==> src/rtl/core/hmrt_pkg.sv <==
// types and constants shared by the host message range table core
`timescale 1ns / 1ps
`default_nettype none
package hmrt_pkg;

  localparam int SLOT_W    = 8;
  localparam int CFG_IDX_W = 2;
  localparam int CFG_W     = 8;

  localparam logic [2:0] OP_INSERT  = 3'd0;
  localparam logic [2:0] OP_REMOVE  = 3'd1;
  localparam logic [2:0] OP_LOOKUP  = 3'd2;
  localparam logic [2:0] OP_FIND    = 3'd3;
  localparam logic [2:0] OP_SETOPEN = 3'd4;

  localparam logic [2:0] ST_OK     = 3'd0;
  localparam logic [2:0] ST_MISS   = 3'd1;
  localparam logic [2:0] ST_REJECT = 3'd2;
  localparam logic [2:0] ST_FULL   = 3'd3;
  localparam logic [2:0] ST_BADARG = 3'd4;

  localparam logic [CFG_IDX_W-1:0] CFG_LOW_LIMIT  = 2'd0;
  localparam logic [CFG_IDX_W-1:0] CFG_HIGH_LIMIT = 2'd1;
  localparam logic [CFG_IDX_W-1:0] CFG_ELSE_MSG   = 2'd2;

  typedef struct packed {
    logic [2:0]  opcode;
    logic        direction;
    logic [31:0] host;
    logic [7:0]  msg_low;
    logic [7:0]  msg_high;
    logic [15:0] owner_id;
    logic [3:0]  entry_index;
    logic        open_flag;
  } req_t;

  typedef struct packed {
    logic [2:0]  status;
    logic [3:0]  result_index;
    logic [15:0] result_owner;
    logic        used_default;
  } resp_t;

  // word walking down the cell chain with what it has gathered so far
  typedef struct packed {
    logic              valid;
    req_t              req;
    logic [SLOT_W-1:0] dslot;
    logic              hit;
    logic [SLOT_W-1:0] hit_idx;
    logic [15:0]       hit_owner;
    logic              reject;
    logic              free_found;
    logic [SLOT_W-1:0] free_idx;
    logic [15:0]       downer;
  } tok_t;

  typedef struct packed {
    logic              we;
    logic              dir;
    logic [SLOT_W-1:0] idx;
    logic [31:0]       host;
    logic [7:0]        lo;
    logic [7:0]        hi;
    logic [15:0]       owner;
    logic              open;
  } commit_t;

  typedef enum logic [1:0] {
    CS_IDLE,
    CS_SCAN,
    CS_FINISH
  } ctrl_state_t;

endpackage
`default_nettype wire

==> src/rtl/core/hmrt_cell.sv <==
// one table cell: a read slot and a write slot, checked as the word passes
`timescale 1ns / 1ps
`default_nettype none
module hmrt_cell #(
  parameter int CELL_IDX = 0
) (
  input  wire logic              clk,
  input  wire logic              rst_n,
  input  wire hmrt_pkg::tok_t    tok_i,
  input  wire hmrt_pkg::commit_t commit_i,
  output hmrt_pkg::tok_t         tok_o
);
  import hmrt_pkg::*;

  localparam logic [SLOT_W-1:0] MY_IDX = SLOT_W'(CELL_IDX);

  logic [31:0] host_r [2];
  logic [31:0] host_nxt [2];
  logic [7:0]  lo_r [2];
  logic [7:0]  lo_nxt [2];
  logic [7:0]  hi_r [2];
  logic [7:0]  hi_nxt [2];
  logic [15:0] own_r [2];
  logic [15:0] own_nxt [2];
  logic        open_r [2];
  logic        open_nxt [2];
  tok_t        tok_r;
  tok_t        tok_nxt;

  logic        d;
  logic [31:0] s_host;
  logic [7:0]  s_lo;
  logic [7:0]  s_hi;
  logic [15:0] s_own;
  logic        s_open;
  logic        used;
  logic        ei_hit;
  logic        host_ok;

  always_comb begin
    d       = tok_i.req.direction;
    s_host  = host_r[d];
    s_lo    = lo_r[d];
    s_hi    = hi_r[d];
    s_own   = own_r[d];
    s_open  = open_r[d];
    used    = (s_own != 16'd0);
    ei_hit  = (SLOT_W'(tok_i.req.entry_index) == MY_IDX);
    host_ok = (s_host == tok_i.req.host) || (s_host == 32'd0);

    host_nxt = host_r;
    lo_nxt   = lo_r;
    hi_nxt   = hi_r;
    own_nxt  = own_r;
    open_nxt = open_r;
    tok_nxt  = tok_i;

    if (tok_i.valid) begin
      if (tok_i.dslot == MY_IDX) begin
        tok_nxt.downer = own_r[0];
      end
      unique case (tok_i.req.opcode)
        OP_INSERT: begin
          if (used) begin
            if ((s_host == tok_i.req.host && s_lo == tok_i.req.msg_low &&
                 s_hi == tok_i.req.msg_high) ||
                ((host_ok || tok_i.req.host == 32'd0) &&
                 s_lo <= tok_i.req.msg_high && s_hi >= tok_i.req.msg_low)) begin
              tok_nxt.reject = 1'b1;
            end
          end else if (!tok_i.free_found) begin
            tok_nxt.free_found = 1'b1;
            tok_nxt.free_idx   = MY_IDX;
          end
        end
        OP_REMOVE: begin
          if (ei_hit) begin
            tok_nxt.hit_owner = s_own;
            own_nxt[d]        = 16'd0;
          end
        end
        OP_LOOKUP: begin
          if (!tok_i.hit && used && s_open && host_ok &&
              s_lo <= tok_i.req.msg_low && s_hi >= tok_i.req.msg_low) begin
            tok_nxt.hit       = 1'b1;
            tok_nxt.hit_idx   = MY_IDX;
            tok_nxt.hit_owner = s_own;
          end
        end
        OP_FIND: begin
          if (!tok_i.hit && s_own == tok_i.req.owner_id) begin
            tok_nxt.hit     = 1'b1;
            tok_nxt.hit_idx = MY_IDX;
          end
        end
        OP_SETOPEN: begin
          if (ei_hit && used) begin
            tok_nxt.hit       = 1'b1;
            tok_nxt.hit_owner = s_own;
            open_nxt[d]       = tok_i.req.open_flag;
          end
        end
        default: begin
        end
      endcase
    end

    if (commit_i.we && commit_i.idx == MY_IDX) begin
      host_nxt[commit_i.dir] = commit_i.host;
      lo_nxt[commit_i.dir]   = commit_i.lo;
      hi_nxt[commit_i.dir]   = commit_i.hi;
      own_nxt[commit_i.dir]  = commit_i.owner;
      open_nxt[commit_i.dir] = commit_i.open;
    end
  end

  always_ff @(posedge clk) begin
    host_r <= host_nxt;
    lo_r   <= lo_nxt;
    hi_r   <= hi_nxt;
    if (!rst_n) begin
      own_r       <= '{default: 16'd0};
      open_r      <= '{default: 1'b0};
      tok_r.valid <= 1'b0;
    end else begin
      own_r  <= own_nxt;
      open_r <= open_nxt;
      tok_r  <= tok_nxt;
    end
  end

  assign tok_o = tok_r;

endmodule
`default_nettype wire

==> config.mk <==
export PLATFORM = sky130hd
export DESIGN_NAME = hmrt_cell
export DESIGN_NICKNAME = d
export VERILOG_FILES = /design/src/rtl/core/hmrt_pkg.sv /design/src/rtl/core/hmrt_cell.sv
export SDC_FILE = /design/constraint.sdc
export NUM_CORES = 1
export LEC_CHECK = 0
export BUFFER_PORTS_ARGS = -buffer_cell sky130_fd_sc_hd__buf_4
export CAP_MARGIN = 20
export CORE_UTILIZATION = 51
export DETAILED_ROUTE_END_ITERATION = 6
export GPL_TIMING_DRIVEN = 0
export HOLD_SLACK_MARGIN = 0.08
export PLACE_DENSITY = 0.79
export SLEW_MARGIN = 20
export SYNTH_ARGS = -nofsm -noshare
export SYNTH_HDL_FRONTEND = slang
export SYNTH_SLANG_ARGS = --single-unit
==> constraint.sdc <==
create_clock -name clk -period 7.4 [get_ports clk]
set_input_delay 1.48 -clock clk [delete_from_list [all_inputs] [get_ports clk]]
set_output_delay 1.48 -clock clk [all_outputs]
set_load 0.01 [all_outputs]
==> Word level (Yosys, flattened, before mapping) <==
Cells that the tools add are included.
{ "word_totals": {"input_bits": 210, "output_inout_bits": 133, "regBits": 263, "word_cells": 127} }
{ "classes": {"bitwise": 4, "reduce_logical": 25, "eq_ne": 8, "muxes": 56, "magnitude_cmp": 7} }
{ "op_table": {"columns": ["op", "count"], "rows": [
  ["$mux W32", 8],
  ["$mux W16", 8],
  ["$bwmux W64", 1],
  ["$logic_not A32 Y1", 2],
  ["$mux W8", 8],
  ["$mux W51", 1],
  ["$pmux W16 S3", 1],
  ["$and A32 B32 Y32", 1],
  ["$bwmux W16", 2],
  ["$bwmux W32", 1],
  ["$demux W16 S1", 2],
  ["$demux W32 S1", 1],
  ["$eq A32 B32 Y1", 1],
  ["$not A32 Y32", 1],
  ["$mux W25", 1],
  ["$mux W9", 2],
  ["$eq A16 B16 Y1", 1],
  ["$eq A8 B8 Y1", 2],
  ["$le A8 B8 Y1", 2],
  ["$logic_not A8 Y1", 2],
  ["$pmux W8 S2", 1],
  ["$reduce_bool A16 Y1", 1],
  ["$logic_and A1 B1 Y1", 14],
  ["$mux W10", 1],
  ["other kinds (17)", 35]
]} }

==> Longest topological paths before layout <==
{ "depth": {"word_depth": 14, "depth_mapped": 17, "mapped_depth_nobuf": 9} }

==> Worst setup path after synthesis <==
OpenSTA, ideal clock, no wires.
{ "synth_timing": {"kind": "input -> register", "startpoint": "in tok_i[128] in the netlist's numbering", "endpoint": "reg tok_r, in the netlist tok_o[31], data pin", "n_path_buf": 7, "arrival_ns": 4.807, "path_stages": 16, "path_slack_ns": 2.334, "required_time_ns": 7.141, "setup_ns": 0.259, "cell_sequence": "buf_6 > buf_4 > buf_4 > buf_6 > buf_2 > buf_1 > mux2_2 > ha_1 > nand4_1 > nor2_1 > a211o_1 > o2111ai_2 > o21ai_1 > clkbuf_1 > nand4_1 > o31a_1"} }
{ "synth_rtl": {"columns": ["item", "line_no", "text"], "rows": [
  ["start, declared", "hmrt_cell.sv:9", "input wire hmrt_pkg::tok_t tok_i,"],
  ["end signal, assigned", "hmrt_cell.sv:128", "tok_r <= tok_nxt;"],
  ["end, declared", "hmrt_cell.sv:27", "tok_t tok_r;"]
]} }

==> impl_metrics.yaml <==
status:
  status: "finished with violations"
  violations: "DRC"
timing:
  finalMaxSlewViolations: 0
  final.setup.tns_ns: 0
  fin_ws_ns: 1.769
  finalCriticalPeriod_ns: 5.631
  slew-limit-headroom_pct: 38.61
  rsz0062_at_grt: "false"
  hold_slack_ns: 0.5319
  period_share_pct: 76.09
  clock.fmax_mhz: 177.6
  setup_violations: 0
  worst_slew_pin_slew_ns: 0.9124
  fin_worst_skew_ns: 0.02125
  hold_viol: 0
global_route:
  grtUsageMet2_pct: 49.05
  grt_pass1_vias: 8481
  top_usage_layer: "met2"
  grt.overflow.total: 0
  grt_pass1_wl_um: 48110
  grt_max_degree: 72
  grt_use_met3_pct: 5.448
  grt.total_usage_pct: 27.32
  antenna_found_initial: 3
  grt_use_met1_pct: 32.43
logic_synthesis:
  synth_top_family_by_area: "simple AND/OR/NAND/NOR gates"
  synth_xor_area_share_pct: 4.348
  yosysWarningCount: 0
  ys_seq_area_share_pct: 65.73
  synth_cell_types: 48
  netlist_instances: 800
  ys.flop_type: "edfxtp_1"
  syn-num-nets: 1034
  synth-simple-area-share_pct: 11.10
  synthMuxAreaShare_pct: 7.562
  synth.area.top_cells: "edfxtp_1 60%, dfxtp_1 6.1%, mux2i_1 4.6%"
  ys_seq_elements: 263
  synthesis.area_um2: 11480
  synth_compound_area_share_pct: 6.636
  synth_edf_count: 228
  async_flop_share_pct: 0
  synth.avg_cell_area_um2: 14.35
  synth_top_area_share_pct: 59.63
  synth-adder-area-share_pct: 2.615
  synth_top_area_cell: "edfxtp_1"
placement:
  port_buffers: 341
  place_ws_ns: 1.187
  gp_congestion: 0.8874
  placed_area_um2: 14480
  hpwl_um: 24520
critical_path:
  cp-end-kind: "flop"
  crit_fanout: 10
  crit_required_ns: 7.68
  cp-start-kind: "input port"
  critPathArrivalTime_ns: 5.91
  path_class: "in -> reg"
clock_tree:
  cts_setup_buffers: 0
  cts-root-buf: "clkbuf_16"
  cts-buffers-inserted: 28
  hold_buffers: 0
  clkTransAtPathRegs_ns: 0.06
  clk_path_buf_depth: 3
  cts_tree: "done"
  htree_levels: 1
  clk_latency_ns: 0.55
  cts_resized: 0
  cts_sinks: 263
detailed_routing:
  viasPerCell: 5.655
  drt_pre_antenna_iters: 7
  dr.first_iter.drc_count: 565
  antenna_left: 0
  vias: 8364
  wl_um: 32200
  wl_per_cell_um: 21.77
  drc: 110
finish:
  syn_to_final_growth_pct: 34.46
  fin_area_um2: 15440
  fin_nets: 1408
  drive_gt1_share_pct: 36.45
floorplanning:
  core.rowCount: 54
  start_util_pct: 52.29
  dieArea_um2: 23120
  fp.dieW_um: 152.0
  fp.dieH_um: 152.0
  core_um2: 21960
  ioPinCount: 343
flow_run:
  cap_viol_max_count: 0
hold_path:
  hp-class: "reg -> reg"
power_and_ir_drop:
  power_density_nw_per_um2: 225.9
  power_mw: 3.487
  p_leak_nw: 5.955
  vdd_drop_max_mv: 0.2152
[layout make-up]
type | instances | area, um^2
diodes | 3 | 7.507
plain buffers | 29 | 166.4
clock buffers | 36 | 762.0
clock inverters | 16 | 187.7
fillers | 1524 | 6520
inverters | 19 | 71.32
multi-input cells | 489 | 3711
flip-flops and latches | 263 | 7547
well taps | 280 | 350.3
repair buffers | 344 | 2635
[per-layer routing]
layer	routed length [um]	vias to the layer above
met5	0	-
met4	1116	0
met3	2305	65
met2	16320	396
met1	12460	4045
li1	-	3858
[report_power, final]
| group | leakage (nW) | switching, mW | internal, mW | total (mW) |
|---|---|---|---|---|
| logic | 3.06 | 0.179 | 0.198 | 0.377 |
| registers | 2.44 | 0.0176 | 1.68 | 1.69 |
| clock network | 0.459 | 0.577 | 0.840 | 1.42 |
[kinds of logic (layout without fill, tap and decap cells)]
logic type	Yosys count	in the layout
DFF	263	263
and+or+nand+nor	215	215
AOI/OAI and AO/OA	110	110
muxes	83	83
xor gates and xnor gates	57	57
buffers and inverters	48	444
adders and majority gates	24	24
other	0	3
[cell usage in the layout (no fill, tap or decap), drive strengths merged, types with 9 or more instances in the layout]
cell type | synthesis | routed
dfxtp | 35 | 35
a22oi | 32 | 32
edfxtp | 228 | 228
nand4 | 33 | 33
a21oi | 27 | 27
nor4 | 44 | 44
mux2 | 30 | 30
nor2b | 44 | 44
inv | 19 | 22
and3b | 9 | 9
o31a | 16 | 16
ha | 24 | 24
mux2i | 53 | 53
buf | 12 | 356
xnor2 | 56 | 56
clkbuf | 17 | 53
nand2b | 24 | 24
nor2 | 38 | 38
o21ai | 12 | 12
[synthesized netlist by cell type (3+ instances only)]
cell type	n
nor2b_1	44
xnor2_1	56
buf_6	5
nor4_1	44
o21ai_0	10
nand3_1	4
buf_2	4
dfxtp_1	35
nor2_1	37
nand4_1	33
a21oi_1	27
nand2b_1	24
o211ai_1	3
edfxtp_1	228
ha_1	24
nor3_1	7
and3b_1	9
or4_1	3
mux2i_1	53
mux2_2	30
inv_1	19
a22oi_1	32
o31a_1	16
a21o_1	4
clkbuf_1	17
[path summary, 6_finish.rpt]
kind | start | endpoint | slack, ns | cells after the start
setup / recovery | tok_i[128] | tok_o[31] | 1.77 | 17
hold / removal | own_r[5] | own_r[5] | 0.53 | 2
setup reg to reg | hi_r[2] | tok_o[31] | 4.23 | 10
hold reg to reg | own_r[5] | own_r[5] | 0.53 | 2
[sequential cells by signal (all words and copies together), names as in the netlist]
name and count:
tok_o 133, host_r 64, own_r 32, hi_r 16, lo_r 16, open_r 2
[stage by stage]
step | util, % | cells
6_report | 70.31 | 1479
5_1_grt | 70.30 | 1478
4_1_cts | 70.27 | 1476
3_5_place_dp | 65.95 | 1424
3_3_place_gp | 65.54 | 1421
2_1_floorplan | - | 800
[worst max-delay path, stage by stage]
cell,delay (ns)
buf_4,0.09
buf_6,0.14
buf_4,0.23
buf_4,0.29
buf_6,0.22
buf_2,0.30
buf_1,0.48
mux2_2,0.44
ha_1,0.30
nand4_1,0.11
nor2_1,0.25
a211o_1,0.16
o2111ai_2,0.14
o21ai_1,0.50
clkbuf_1,0.43
nand4_1,0.17
o31a_1,0.16
Power figures use the tool's default switching activity.
