**config.mk**
```make
export PLATFORM = sky130hd
export DESIGN_NAME = hmrt_ctrl_flat
export DESIGN_NICKNAME = d
export VERILOG_FILES = /design/src/rtl/core/hmrt_pkg.sv /design/src/rtl/core/hmrt_chan_if.sv /design/src/rtl/core/hmrt_ctrl.sv /design/src/flat_wrapper.sv
export SDC_FILE = /design/constraint.sdc
export NUM_CORES = 1
export LEC_CHECK = 0
export BUFFER_PORTS_ARGS = -buffer_cell sky130_fd_sc_hd__buf_2
export CAP_MARGIN = 40
export CORE_MARGIN = 4
export CORE_UTILIZATION = 30
export DETAILED_ROUTE_END_ITERATION = 10
export SLEW_MARGIN = 40
export SYNTH_ARGS = -nofsm -noshare
export SYNTH_HDL_FRONTEND = slang
export SYNTH_SLANG_ARGS = --single-unit
```
**constraint.sdc**
```tcl
create_clock -name clk -period 5.03 [get_ports clk]
set_input_delay 0.7545 -clock clk [delete_from_list [all_inputs] [get_ports clk]]
set_output_delay 0.7545 -clock clk [all_outputs]
set_load 0.02 [all_outputs]
```
**src/rtl/core/hmrt_pkg.sv**
```systemverilog
// types and constants shared by the host message range table core
`timescale 1ns / 1ps
`default_nettype none
package hmrt_pkg;

  localparam int SLOT_W    = 8;
  localparam int CFG_IDX_W = 2;
  localparam int CFG_W     = 8;

  localparam logic [2:0] OP_INSERT  = 3'd0;
  localparam logic [2:0] OP_REMOVE  = 3'd1;
  localparam logic [2:0] OP_LOOKUP  = 3'd2;
  localparam logic [2:0] OP_FIND    = 3'd3;
  localparam logic [2:0] OP_SETOPEN = 3'd4;

  localparam logic [2:0] ST_OK     = 3'd0;
  localparam logic [2:0] ST_MISS   = 3'd1;
  localparam logic [2:0] ST_REJECT = 3'd2;
  localparam logic [2:0] ST_FULL   = 3'd3;
  localparam logic [2:0] ST_BADARG = 3'd4;

  localparam logic [CFG_IDX_W-1:0] CFG_LOW_LIMIT  = 2'd0;
  localparam logic [CFG_IDX_W-1:0] CFG_HIGH_LIMIT = 2'd1;
  localparam logic [CFG_IDX_W-1:0] CFG_ELSE_MSG   = 2'd2;

  typedef struct packed {
    logic [2:0]  opcode;
    logic        direction;
    logic [31:0] host;
    logic [7:0]  msg_low;
    logic [7:0]  msg_high;
    logic [15:0] owner_id;
    logic [3:0]  entry_index;
    logic        open_flag;
  } req_t;

  typedef struct packed {
    logic [2:0]  status;
    logic [3:0]  result_index;
    logic [15:0] result_owner;
    logic        used_default;
  } resp_t;

  // word walking down the cell chain with what it has gathered so far
  typedef struct packed {
    logic              valid;
    req_t              req;
    logic [SLOT_W-1:0] dslot;
    logic              hit;
    logic [SLOT_W-1:0] hit_idx;
    logic [15:0]       hit_owner;
    logic              reject;
    logic              free_found;
    logic [SLOT_W-1:0] free_idx;
    logic [15:0]       downer;
  } tok_t;

  typedef struct packed {
    logic              we;
    logic              dir;
    logic [SLOT_W-1:0] idx;
    logic [31:0]       host;
    logic [7:0]        lo;
    logic [7:0]        hi;
    logic [15:0]       owner;
    logic              open;
  } commit_t;

  typedef enum logic [1:0] {
    CS_IDLE,
    CS_SCAN,
    CS_FINISH
  } ctrl_state_t;

endpackage
`default_nettype wire

```
**src/rtl/core/hmrt_chan_if.sv**
```systemverilog
// valid/ready channel carrying one payload word
`timescale 1ns / 1ps
`default_nettype none
interface hmrt_chan_if #(
  parameter type payload_t = logic
);
  logic     valid;
  logic     ready;
  payload_t data;

  modport source (output valid, output data, input ready);
  modport sink (input valid, input data, output ready);
endinterface
`default_nettype wire

```
**src/rtl/core/hmrt_ctrl.sv**
```systemverilog
// sequencer: launches a word down the chain, decodes the answer, commits inserts
`timescale 1ns / 1ps
`default_nettype none
module hmrt_ctrl #(
  parameter int TABLE_ENTRIES = 16
) (
  input  wire logic                           clk,
  input  wire logic                           rst_n,
  hmrt_chan_if.sink                           in_chan,
  hmrt_chan_if.source                         out_chan,
  input  wire logic                           cfg_we,
  input  wire logic [hmrt_pkg::CFG_IDX_W-1:0] cfg_index,
  input  wire logic [hmrt_pkg::CFG_W-1:0]     cfg_wdata,
  output hmrt_pkg::tok_t                      tok_launch,
  input  wire hmrt_pkg::tok_t                 tok_last,
  output hmrt_pkg::commit_t                   commit
);
  import hmrt_pkg::*;

  localparam int IDX_W = (TABLE_ENTRIES > 1) ? $clog2(TABLE_ENTRIES) : 1;

  ctrl_state_t       state_r, state_nxt;
  tok_t              launch_r, launch_nxt;
  tok_t              fin_r, fin_nxt;
  logic              out_valid_r, out_valid_nxt;
  resp_t             resp_r, resp_nxt;
  commit_t           commit_r, commit_nxt;
  logic              dv_r, dv_nxt;
  logic [IDX_W-1:0]  dslot_r, dslot_nxt;
  logic [7:0]        low_limit_r;
  logic [7:0]        high_limit_r;
  logic [7:0]        else_msg_r;

  logic              ei_bad;
  req_t              rq;

  always_comb begin
    rq     = fin_r.req;
    ei_bad = (32'(rq.entry_index) >= 32'(TABLE_ENTRIES));

    state_nxt        = state_r;
    launch_nxt       = launch_r;
    launch_nxt.valid = 1'b0;
    fin_nxt          = fin_r;
    out_valid_nxt    = out_valid_r && !out_chan.ready;
    resp_nxt         = resp_r;
    commit_nxt       = commit_r;
    commit_nxt.we    = 1'b0;
    dv_nxt           = dv_r;
    dslot_nxt        = dslot_r;

    unique case (state_r)
      CS_IDLE: begin
        if (in_chan.valid) begin
          launch_nxt       = '0;
          launch_nxt.valid = 1'b1;
          launch_nxt.req   = in_chan.data;
          launch_nxt.dslot = SLOT_W'(dslot_r);
          state_nxt        = CS_SCAN;
        end
      end
      CS_SCAN: begin
        if (tok_last.valid) begin
          fin_nxt   = tok_last;
          state_nxt = CS_FINISH;
        end
      end
      CS_FINISH: begin
        if (!out_valid_r || out_chan.ready) begin
          resp_nxt      = '0;
          out_valid_nxt = 1'b1;
          state_nxt     = CS_IDLE;
          unique case (rq.opcode)
            OP_INSERT: begin
              if (rq.owner_id == 16'd0) begin
                resp_nxt.status = ST_BADARG;
              end else if (rq.msg_low < low_limit_r || rq.msg_high > high_limit_r ||
                           fin_r.reject) begin
                resp_nxt.status = ST_REJECT;
              end else if (!fin_r.free_found) begin
                resp_nxt.status = ST_FULL;
              end else begin
                resp_nxt.status       = ST_OK;
                resp_nxt.result_index = 4'(fin_r.free_idx);
                resp_nxt.result_owner = rq.owner_id;
                commit_nxt.we    = 1'b1;
                commit_nxt.dir   = rq.direction;
                commit_nxt.idx   = fin_r.free_idx;
                commit_nxt.host  = rq.host;
                commit_nxt.lo    = rq.msg_low;
                commit_nxt.hi    = rq.msg_high;
                commit_nxt.owner = rq.owner_id;
                commit_nxt.open  = rq.open_flag;
                if (!rq.direction && rq.host == 32'd0 && rq.msg_low == rq.msg_high &&
                    rq.msg_low == else_msg_r) begin
                  dv_nxt    = 1'b1;
                  dslot_nxt = IDX_W'(fin_r.free_idx);
                end
              end
            end
            OP_REMOVE: begin
              if (ei_bad) begin
                resp_nxt.status = ST_BADARG;
              end else begin
                resp_nxt.status       = ST_OK;
                resp_nxt.result_index = rq.entry_index;
                resp_nxt.result_owner = fin_r.hit_owner;
                if (!rq.direction && dv_r &&
                    32'(dslot_r) == 32'(rq.entry_index)) begin
                  dv_nxt    = 1'b0;
                  dslot_nxt = '0;
                end
              end
            end
            OP_LOOKUP: begin
              if (rq.msg_low < low_limit_r) begin
                resp_nxt.status = ST_MISS;
              end else if (fin_r.hit) begin
                resp_nxt.status       = ST_OK;
                resp_nxt.result_index = 4'(fin_r.hit_idx);
                resp_nxt.result_owner = fin_r.hit_owner;
              end else if (!rq.direction && dv_r) begin
                resp_nxt.status       = ST_OK;
                resp_nxt.result_index = 4'(dslot_r);
                resp_nxt.result_owner = fin_r.downer;
                resp_nxt.used_default = 1'b1;
              end else begin
                resp_nxt.status = ST_MISS;
              end
            end
            OP_FIND: begin
              if (fin_r.hit) begin
                resp_nxt.status       = ST_OK;
                resp_nxt.result_index = 4'(fin_r.hit_idx);
                resp_nxt.result_owner = rq.owner_id;
              end else begin
                resp_nxt.status = ST_MISS;
              end
            end
            OP_SETOPEN: begin
              if (ei_bad) begin
                resp_nxt.status = ST_BADARG;
              end else if (fin_r.hit) begin
                resp_nxt.status       = ST_OK;
                resp_nxt.result_index = rq.entry_index;
                resp_nxt.result_owner = fin_r.hit_owner;
              end else begin
                resp_nxt.status = ST_MISS;
              end
            end
            default: begin
              resp_nxt.status = ST_BADARG;
            end
          endcase
        end
      end
      default: begin
        state_nxt = CS_IDLE;
      end
    endcase
  end

  always_ff @(posedge clk) begin
    fin_r  <= fin_nxt;
    resp_r <= resp_nxt;
    if (!rst_n) begin
      state_r        <= CS_IDLE;
      launch_r.valid <= 1'b0;
      out_valid_r    <= 1'b0;
      commit_r.we    <= 1'b0;
      dv_r           <= 1'b0;
      dslot_r        <= '0;
    end else begin
      state_r     <= state_nxt;
      launch_r    <= launch_nxt;
      out_valid_r <= out_valid_nxt;
      commit_r    <= commit_nxt;
      dv_r        <= dv_nxt;
      dslot_r     <= dslot_nxt;
    end
  end

  always_ff @(posedge clk) begin
    if (!rst_n) begin
      low_limit_r  <= 8'd0;
      high_limit_r <= 8'd255;
      else_msg_r   <= 8'd0;
    end else if (cfg_we) begin
      unique case (cfg_index)
        CFG_LOW_LIMIT:  low_limit_r  <= cfg_wdata;
        CFG_HIGH_LIMIT: high_limit_r <= cfg_wdata;
        CFG_ELSE_MSG:   else_msg_r   <= cfg_wdata;
        default: begin
        end
      endcase
    end
  end

  assign in_chan.ready  = (state_r == CS_IDLE);
  assign out_chan.valid = out_valid_r;
  assign out_chan.data  = resp_r;
  assign tok_launch     = launch_r;
  assign commit         = commit_r;

endmodule
`default_nettype wire

```
**src/flat_wrapper.sv**
```systemverilog
// flat-port wrapper written by rule: the top's interface ports become plain ports
module hmrt_ctrl_flat import hmrt_pkg::*;
#(
  parameter int TABLE_ENTRIES = 16
)
  (clk, rst_n, cfg_we, cfg_index, cfg_wdata, tok_launch, tok_last, commit, in_chan_valid, in_chan_data, in_chan_ready, out_chan_valid, out_chan_data, out_chan_ready);
  hmrt_chan_if in_chan_i ();
  hmrt_chan_if out_chan_i ();
  input  wire logic clk;
  input  wire logic rst_n;
  input  wire logic cfg_we;
  input  wire logic [hmrt_pkg::CFG_IDX_W-1:0] cfg_index;
  input  wire logic [hmrt_pkg::CFG_W-1:0] cfg_wdata;
  output hmrt_pkg::tok_t tok_launch;
  input  wire hmrt_pkg::tok_t tok_last;
  output hmrt_pkg::commit_t commit;
  input wire logic [$bits(in_chan_i.valid)-1:0] in_chan_valid;
  input wire logic [$bits(in_chan_i.data)-1:0] in_chan_data;
  output wire logic [$bits(in_chan_i.ready)-1:0] in_chan_ready;
  output wire logic [$bits(out_chan_i.valid)-1:0] out_chan_valid;
  output wire logic [$bits(out_chan_i.data)-1:0] out_chan_data;
  input wire logic [$bits(out_chan_i.ready)-1:0] out_chan_ready;
  assign in_chan_i.valid = in_chan_valid;
  assign in_chan_i.data = in_chan_data;
  assign in_chan_ready = in_chan_i.ready;
  assign out_chan_valid = out_chan_i.valid;
  assign out_chan_data = out_chan_i.data;
  assign out_chan_i.ready = out_chan_ready;
  hmrt_ctrl #(.TABLE_ENTRIES(TABLE_ENTRIES)) u_core (.clk(clk), .rst_n(rst_n), .in_chan(in_chan_i), .out_chan(out_chan_i), .cfg_we(cfg_we), .cfg_index(cfg_index), .cfg_wdata(cfg_wdata), .tok_launch(tok_launch), .tok_last(tok_last), .commit(commit));
endmodule
```
* After elaboration in Yosys (flattened, before gate mapping) *
Index checks and enable logic that the tools add are counted.

operators by class
  equal/unequal tests = 17
  bitwise logic cells = 7
  multiplexer cells = 21
  $lt $le $gt $ge = 2
  reduce and logical (&&, ||, !) cells = 30

operator list
  cell                number
  $mux 133            1
  $mux 75             1
  $logic_not 32->1    1
  $mux 4              5
  $eq 8x8->1          2
  $logic_not 16->1    1
  $reduce_and 2->1    6
  $gt 8x8->1          1
  $lt 8x8->1          1
  $mux 1              8
  $ne 2x1->1 const B  4
  $ne 2x2->1 const B  4
  $pmux 4 s2          1
  $reduce_and 8->1    1
  $not 1->1           7
  $reduce_and 7->1    1
  $logic_and 1x1->1   6
  $mux 2              3
  $pmux 2 s3          1
  $reduce_and 3->1    2
  $reduce_or 6->1     1
  $eq 2x1->1 const B  2
  $eq 2x2->1 const B  2
  $eq 4x4->1          1
  9 further kinds     14

word-level totals
  input port bits = 149
  register bits after elaboration = 198
  word-level logic and storage cells = 108
  output and inout port bits = 211

* Depth between registers and ports, before layout *
Gate-level depths: netlist (run 1).

  depth after elaboration = 9
  gate-level depth with buffers = 10
  gate-level depth less buffers = 9

* Least setup slack after synthesis (run 1) *
OpenSTA, ideal clock, no wires.

  kind = input -> register
  start = in tok_last[132] in the netlist's numbering
  end = reg u_core.fin_r[100] in the netlist's numbering, enable pin
  required time = 4,500 ps
  setup time = 530 ps
  buffers on the path = 0
  arrival time = 4,354 ps
  path slack = 146 ps
  stages = 2
  cells stage by stage = nand2_1 > nor2_1

on the way
  word-level cells in the longest chain between the ends = 1

ends and longest elaborated chain
  element                            RTL line            text
  start, declared                    flat_wrapper.sv:15  input wire hmrt_pkg::tok_t tok_last;
  $reduce_and 2->1 (no source line)  -
  end signal, assigned               hmrt_ctrl.sv:164    fin_r <= fin_nxt;
  end, declared                      hmrt_ctrl.sv:24     tok_t fin_r, fin_nxt;

No other way between the ends.
A chain may end at the register's enable or synchronous reset.

* Final worst setup path (run 1) *
  start = reg u_core.fin_r[95] in the netlist's numbering
  end = reg u_core.commit_r, in the netlist u_core.commit[25], enable pin

on the way
  word-level cells in the longest chain between the ends = 5

ends and longest elaborated chain
  element                            RTL line          text
  $lt 8x8->1                         hmrt_ctrl.sv:77   end else if (rq.msg_low < low_limit_r || rq.msg_high > high_limit_r ||
  $logic_or 1x1->1 (2 in a row)      hmrt_ctrl.sv:77
  $not 1->1 (no source line)         -
  $reduce_and 7->1 (no source line)  -
  end signal, assigned               hmrt_ctrl.sv:177  commit_r <= commit_nxt;
  end, declared                      hmrt_ctrl.sv:27   commit_t commit_r, commit_nxt;

No other way between the ends.

==> results.md, run 1 <==
- Outcome: complete, no violations
- Finished Core Util: 0.360
- Yosys warns: 0
- Area delta synth->final: 18.8%
- Layout cells sized above 1: 0.309
- Resized cells post-CTS: 0
- Leakage power: 3.76 nW
- Clock buffer depth: 2
- Total power: ~3.4 mW
- DPL Wire Length: about 12000 um
- Crit share post-route: 0.559
- Setup tns final: 0 ns
- DP Cell Count: 1048
- Initial Utilization: 0.303
- Vias/cell: between 3 and 4
- Via count: roughly 4300
- Top_reg_cell synth: edfxtp_1
- Post-route DRC: 0
- Clock slew at reported path FFs: roughly 0.08 ns
- Shortest period the worst path allows: approximately 2.8 ns
- Worst Skew: around 0.019 ns
- Root Buffer: clkbuf_16
- Slew headroom: 0.571
- Fmax: about 360 MHz
- TritonRoute pass-1 iters: 5
- Slowest CP cell: o31ai_1
- Syn Area/Cell: 14.8 um^2
- Slew Viols, Final: 0
- Max-capacitance violation count: 0
- Largest net degree at the start of global routing: between 40 and 50
- CP delay by family, top: simple AND/OR/NAND/NOR gates
- Post-synth EDFFs: between 150 and 200
- # port buffers: approximately 180
- # clock sinks: between 150 and 200
- Worst path bufs/invs: 1
- Die Area: 28900 um^2
- CP Capture Type: flip-flop
- GRT Total Usage: 0.106
- Seq/Total Area, Yosys: 0.711
- Arr. time, crit path: 2.87 ns
- H-tree Lvls: 4
- Type of origin of the critical path: flip-flop
- CTS tree: built
- Post-synthesis cell count: between 500 and 600
- Crit Path Max Fanout: 42
- First-pass GRT wire length: roughly 23000 um
- GP Congestion: a little under 0.8
- Wire per inst: around 15 um
- Post-route ant nets: 0
- Cts bufs inserted: 17
- Die X: 170 um
- R2r setup slk: around 2.2 ns
- Peak VDD IR: 182 uV
- DRT iter0 DRCs: 209
- Worst path max stage delay: 0.52 ns
- Core Area: approximately 26000 um^2
- Async S/R FF share, synth: 0
- Synth Cell Area: 7890 um^2
- Fillers: approximately 2500
- Initial antenna violation count: 0
- RSZ-0062 raised after global routing: no
- Row count: 59
- Synth cell types: between 40 and 50
- Total global routing overflow: 0
- Clk Latency, worst-skew pair: approximately 0.43 ns
- Post-Route WL: approximately 16000 um
- Post-CTS Hold Fix Bufs: 0
- Worst-Margin Slew: roughly 0.64 ns
- Crit path required time: a little over 5 ns
- I/O Pins: 360
- Vias in the first global route: around 4200
- Yosys reg bits: 198
- Worst setup path category: flip-flop to flip-flop
- Non-Filler Instances: roughly 1100
- Power Density: approximately 360 nW/um^2
- Setup bufs post-CTS: 0
- Total Nets Final: approximately 900
- Hold WC Path Type: flip-flop to flip-flop
- Final setup fails: 0
- Die Ht: between 150 and 200 um
- Crit-path cells: ha_1 > nand4_1 > o31ai_1 > nand3_1 > nor2_4 > buf_4
- Fin. Hold Viols: 0
flip-flops by register name, summed over array words and instances (netlist names):
| name | flops |
|---|---|
| u_core.out_chan.data | 1 |
| u_core.out_chan.valid | 1 |
| u_core.state_r | 2 |
| u_core.commit | 75 |
| u_core.tok_launch | 6 |
| u_core.high_limit_r | 8 |
| u_core.low_limit_r | 8 |
| u_core.fin_r | 84 |
| u_core.dslot_r | 4 |
| u_core.else_msg_r | 8 |
| u_core.dv_r | 1 |
worst reg2reg max path: stages, from the launching register on:
cell and delay [ns]:
edfxtp_1 0.50, ha_1 0.36, nand4_1 0.12, o31ai_1 0.52
nand3_1 0.27, nor2_4 0.16, buf_4 0.48
synthesized netlist by cell type (2+ instances only):
cell type | number | share of area
a21oi_1 | 14 | 0.0089
and2b_2 | 2 | 0.0022
and3_1 | 3 | 0.0024
buf_4 | 127 | 0.12
clkbuf_1 | 6 | 0.0029
dfxtp_1 | 34 | 0.086
edfxtp_1 | 164 | 0.62
ha_1 | 15 | 0.024
inv_1 | 17 | 0.0081
mux2i_1 | 13 | 0.017
nand2_1 | 22 | 0.010
nand2b_1 | 6 | 0.0048
nand3_1 | 8 | 0.0051
nand4_1 | 6 | 0.0048
nor2_1 | 18 | 0.0086
nor2b_1 | 17 | 0.013
nor3_1 | 4 | 0.0025
nor4_1 | 12 | 0.0095
o211ai_1 | 9 | 0.0086
o21a_1 | 2 | 0.0019
o21ai_0 | 2 | 0.0013
o22ai_1 | 2 | 0.0016
or3_1 | 3 | 0.0024
or3_2 | 2 | 0.0019
xnor2_1 | 3 | 0.0033
where the power goes:
group | internal, mW | switching, mW
sequential | 1.81 | 0.0193
combinational | 0.0545 | 0.147
clock | 0.676 | 0.684
total | 2.54 | 0.851
metrics by stage:
step	cell area [um^2]	setup WS (ns)	hold slack [ns]
2_1_floorplan	8360	0.146	0.400
3_3_place_gp	8760	2.25	0.401
3_5_place_dp	8760	2.19	0.419
4_1_cts	9360	2.18	0.416
5_1_grt	9360	2.04	0.423
6_report	9370	2.22	0.417
cell type report:
type	instances	area [um^2]	share of cell area
clock buffers	17	425	0.0454
well taps	335	419	0.0448
multi-input cells	309	1710	0.183
inverters	17	63.8	0.00681
flip-flops and latches	198	5610	0.598
repair buffers	189	958	0.102
clock inverters	15	180	0.0192
diodes	1	2.50	0.000267
cells in the final DEF, fill, tap and decap left out, types with 6 or more instances in the layout:
cell | Yosys | layout
nor4_1 | 12 | 12
nand4_1 | 6 | 6
nor2_1 | 18 | 16
nor2b_1 | 17 | 17
clkbuf_16 | 0 | 17
buf_2 | 1 | 184
nand2b_1 | 6 | 6
ha_1 | 15 | 15
nand2_1 | 22 | 22
mux2i_1 | 13 | 13
conb_1 | 1 | 127
dfxtp_1 | 34 | 34
inv_1 | 17 | 17
o211ai_1 | 9 | 9
nand3_1 | 8 | 8
a21oi_1 | 14 | 14
edfxtp_1 | 164 | 164
layer usage:
layer | up-vias | GRT usage | routed length, um
li1 | 2072 | - | -
met1 | 2052 | 0.125 | 6180
met2 | 157 | 0.179 | 8270
met3 | 15 | 0.0372 | 1330
met4 | 0 | 0.0372 | 284
met5 | - | 0 | 0
logic make-up (layout without fill, tap and decap cells):
logic type,count (synthesis),count (layout),share of synthesized area
DFF,198,198,0.711
buffers and inverters,152,238,0.134
and+or+nand+nor,111,111,0.0773
AOI/OAI and AO/OA,39,39,0.0327
adders and majority gates,15,15,0.0238
muxes,13,13,0.0165
xor gates and xnor gates,4,4,0.00444
other,1,128,0.000476
worst paths after layout:
check,from,end,cells past startpoint
max,u_core.fin_r[95],u_core.commit[25],6
min,u_core.fin_r[23],u_core.commit[72],0
max reg2reg,u_core.fin_r[95],u_core.commit[25],6
min reg2reg,u_core.fin_r[23],u_core.commit[72],0
Note: power is estimated with default switching activity, not from simulation.
==> run 2, diff against run 1 <==
- clock period: 5.03 -> 2.9 ns (I/O delays scaled with it)
==> results.md, run 2 (synthesis results as in run 1) <==
- Outcome: complete, no violations
- Hold WC Path Type: primary input to flip-flop
- Largest net degree at the start of global routing: 50
- Clk Latency, worst-skew pair: approximately 0.43 ns
- Max-capacitance violation count: 0
- Slew headroom: 0.569
- Area delta synth->final: 19.3%
- Final setup fails: 0
- # port buffers: about 180
- Worst-Margin Slew: 0.646 ns
- CP Capture Type: flip-flop
- Die X: around 170 um
- Cts bufs inserted: 17
- Post-route DRC: 0
- Setup bufs post-CTS: 0
- Crit Path Max Fanout: 44
- Peak VDD IR: around 320 uV
- Power Density: roughly 630 nW/um^2
- Arr. time, crit path: about 2.6 ns
- CTS tree: built
- Wire per inst: between 10 and 15 um
- # diodes: 0
- Total Nets Final: 900
- Resized cells post-CTS: 0
- Launch point of the worst reg-to-reg path: u_core.fin_r[91]
- Post-route ant nets: 0
- DRT iter0 DRCs: 181
- GRT Total Usage: 0.108
- Worst setup path category: flip-flop to flip-flop
- Crit share post-route: 0.874
- DPL Wire Length: between 10000 and 15000 um
- Setup tns final: 0 ns
- TritonRoute pass-1 iters: 4
- Largest Register: u_core.fin_r
- RSZ-0062 raised after global routing: no
- Worst Skew: around 0.014 ns
- Row count: 59
- H-tree Lvls: 4
- # clock sinks: just under 200
- Post-CTS Hold Fix Bufs: 0
- Hold Path Origin: tok_last[22]
- Initial antenna violation count: 0
- Die Ht: 170 um
- Vias in the first global route: ~4300
- Type of origin of the critical path: flip-flop
- Layout cells sized above 1: 0.312
- Vias/cell: 3.93
- Clock buffer depth: 2
- Fillers: about 2600
- Slew Viols, Final: 0
- Leakage power: around 3.8 nW
- Critical Path Start: u_core.fin_r[91]
- Initial Utilization: 0.303
- Die Area: 28900 um^2
- Worst hold slack: roughly 0.18 ns
- Fin. Hold Viols: 0
- Core Area: about 26000 um^2
- First-pass GRT wire length: about 24000 um
- Shortest period the worst path allows: around 2.5 ns
- Most common cell after layout, fill and taps aside: buf_2
- I/O Pins: between 300 and 400
- Finished Core Util: 0.362
- Via count: 4261
- Root Buffer: clkbuf_16
- Post-Route WL: about 16000 um
- Fmax: 394 MHz
- Max reg flops: 84
- GP Congestion: 0.767
- Clock slew at reported path FFs: ~0.080 ns
- Total global routing overflow: 0
- Most frequent cells in the layout: 184 x buf_2, 164 x edfxtp_1, 127 x conb_1
- Crit path required time: 3.00 ns
run 2: cell types whose count changed in the layout (fill, tap and decap cells not counted), sizes merged:
cell	previous run	this run
clkinvlp	1	0
clkinv	7	8
diode	1	0
buf	189	193
run 2: path summary, 6_finish.rpt:
check,slack (ns),to,depth (start not counted)
min reg2reg,0.42,u_core.commit[72],0
min,0.18,u_core.fin_r[22],1
max,0.36,u_core.commit[20],8
max reg2reg,0.36,u_core.commit[20],8
run 2: through the flow:
stage | setup slack, ns | power [mW] | area [um^2] | instances
3_3_place_gp | 0.394 | 3.58 | 8800 | 1052
2_1_floorplan | 0.0493 | 3.60 | 8370 | 659
5_1_grt | 0.197 | 6.14 | 9410 | 1084
6_report | 0.364 | 5.90 | 9410 | 1084
4_1_cts | 0.351 | 5.98 | 9410 | 1084
3_5_place_dp | 0.371 | 3.59 | 8800 | 1052
run 2: final cells by class:
class                      count  area [um^2]  area share
clock buffer                  17          425      0.0452
clock inverter                15          183      0.0194
tap                          335          419      0.0445
inverter                      17         63.8     0.00678
sequential                   198         5610       0.596
multi-input combinational    309         1710       0.182
timing repair buffer         193         1000       0.106
run 2: per-layer routing:
layer	part of all wire	global-route usage	vias up	wire length, um
met2	0.51	0.187	148	8350
li1	-	-	2070	-
met5	0	0	-	0
met4	0.0094	0.0274	0	153
met1	0.39	0.126	2034	6340
met3	0.085	0.0427	9	1380
run 2: worst max-delay path, stage by stage, from the launching register on:
cell	delay, ns
edfxtp_1	0.49
ha_1	0.32
o21a_1	0.11
nor2_1	0.04
o31ai_1	0.39
buf_4	0.19
nand3_1	0.16
nor2_4	0.21
buf_12	0.25
run 2: power by group:
| group | leakage (nW) | switching, mW | internal [mW] |
|---|---|---|---|
| logic | 1.72 | 0.259 | 0.0973 |
| registers | 1.77 | 0.0328 | 3.13 |
| clock network | 0.295 | 1.20 | 1.18 |
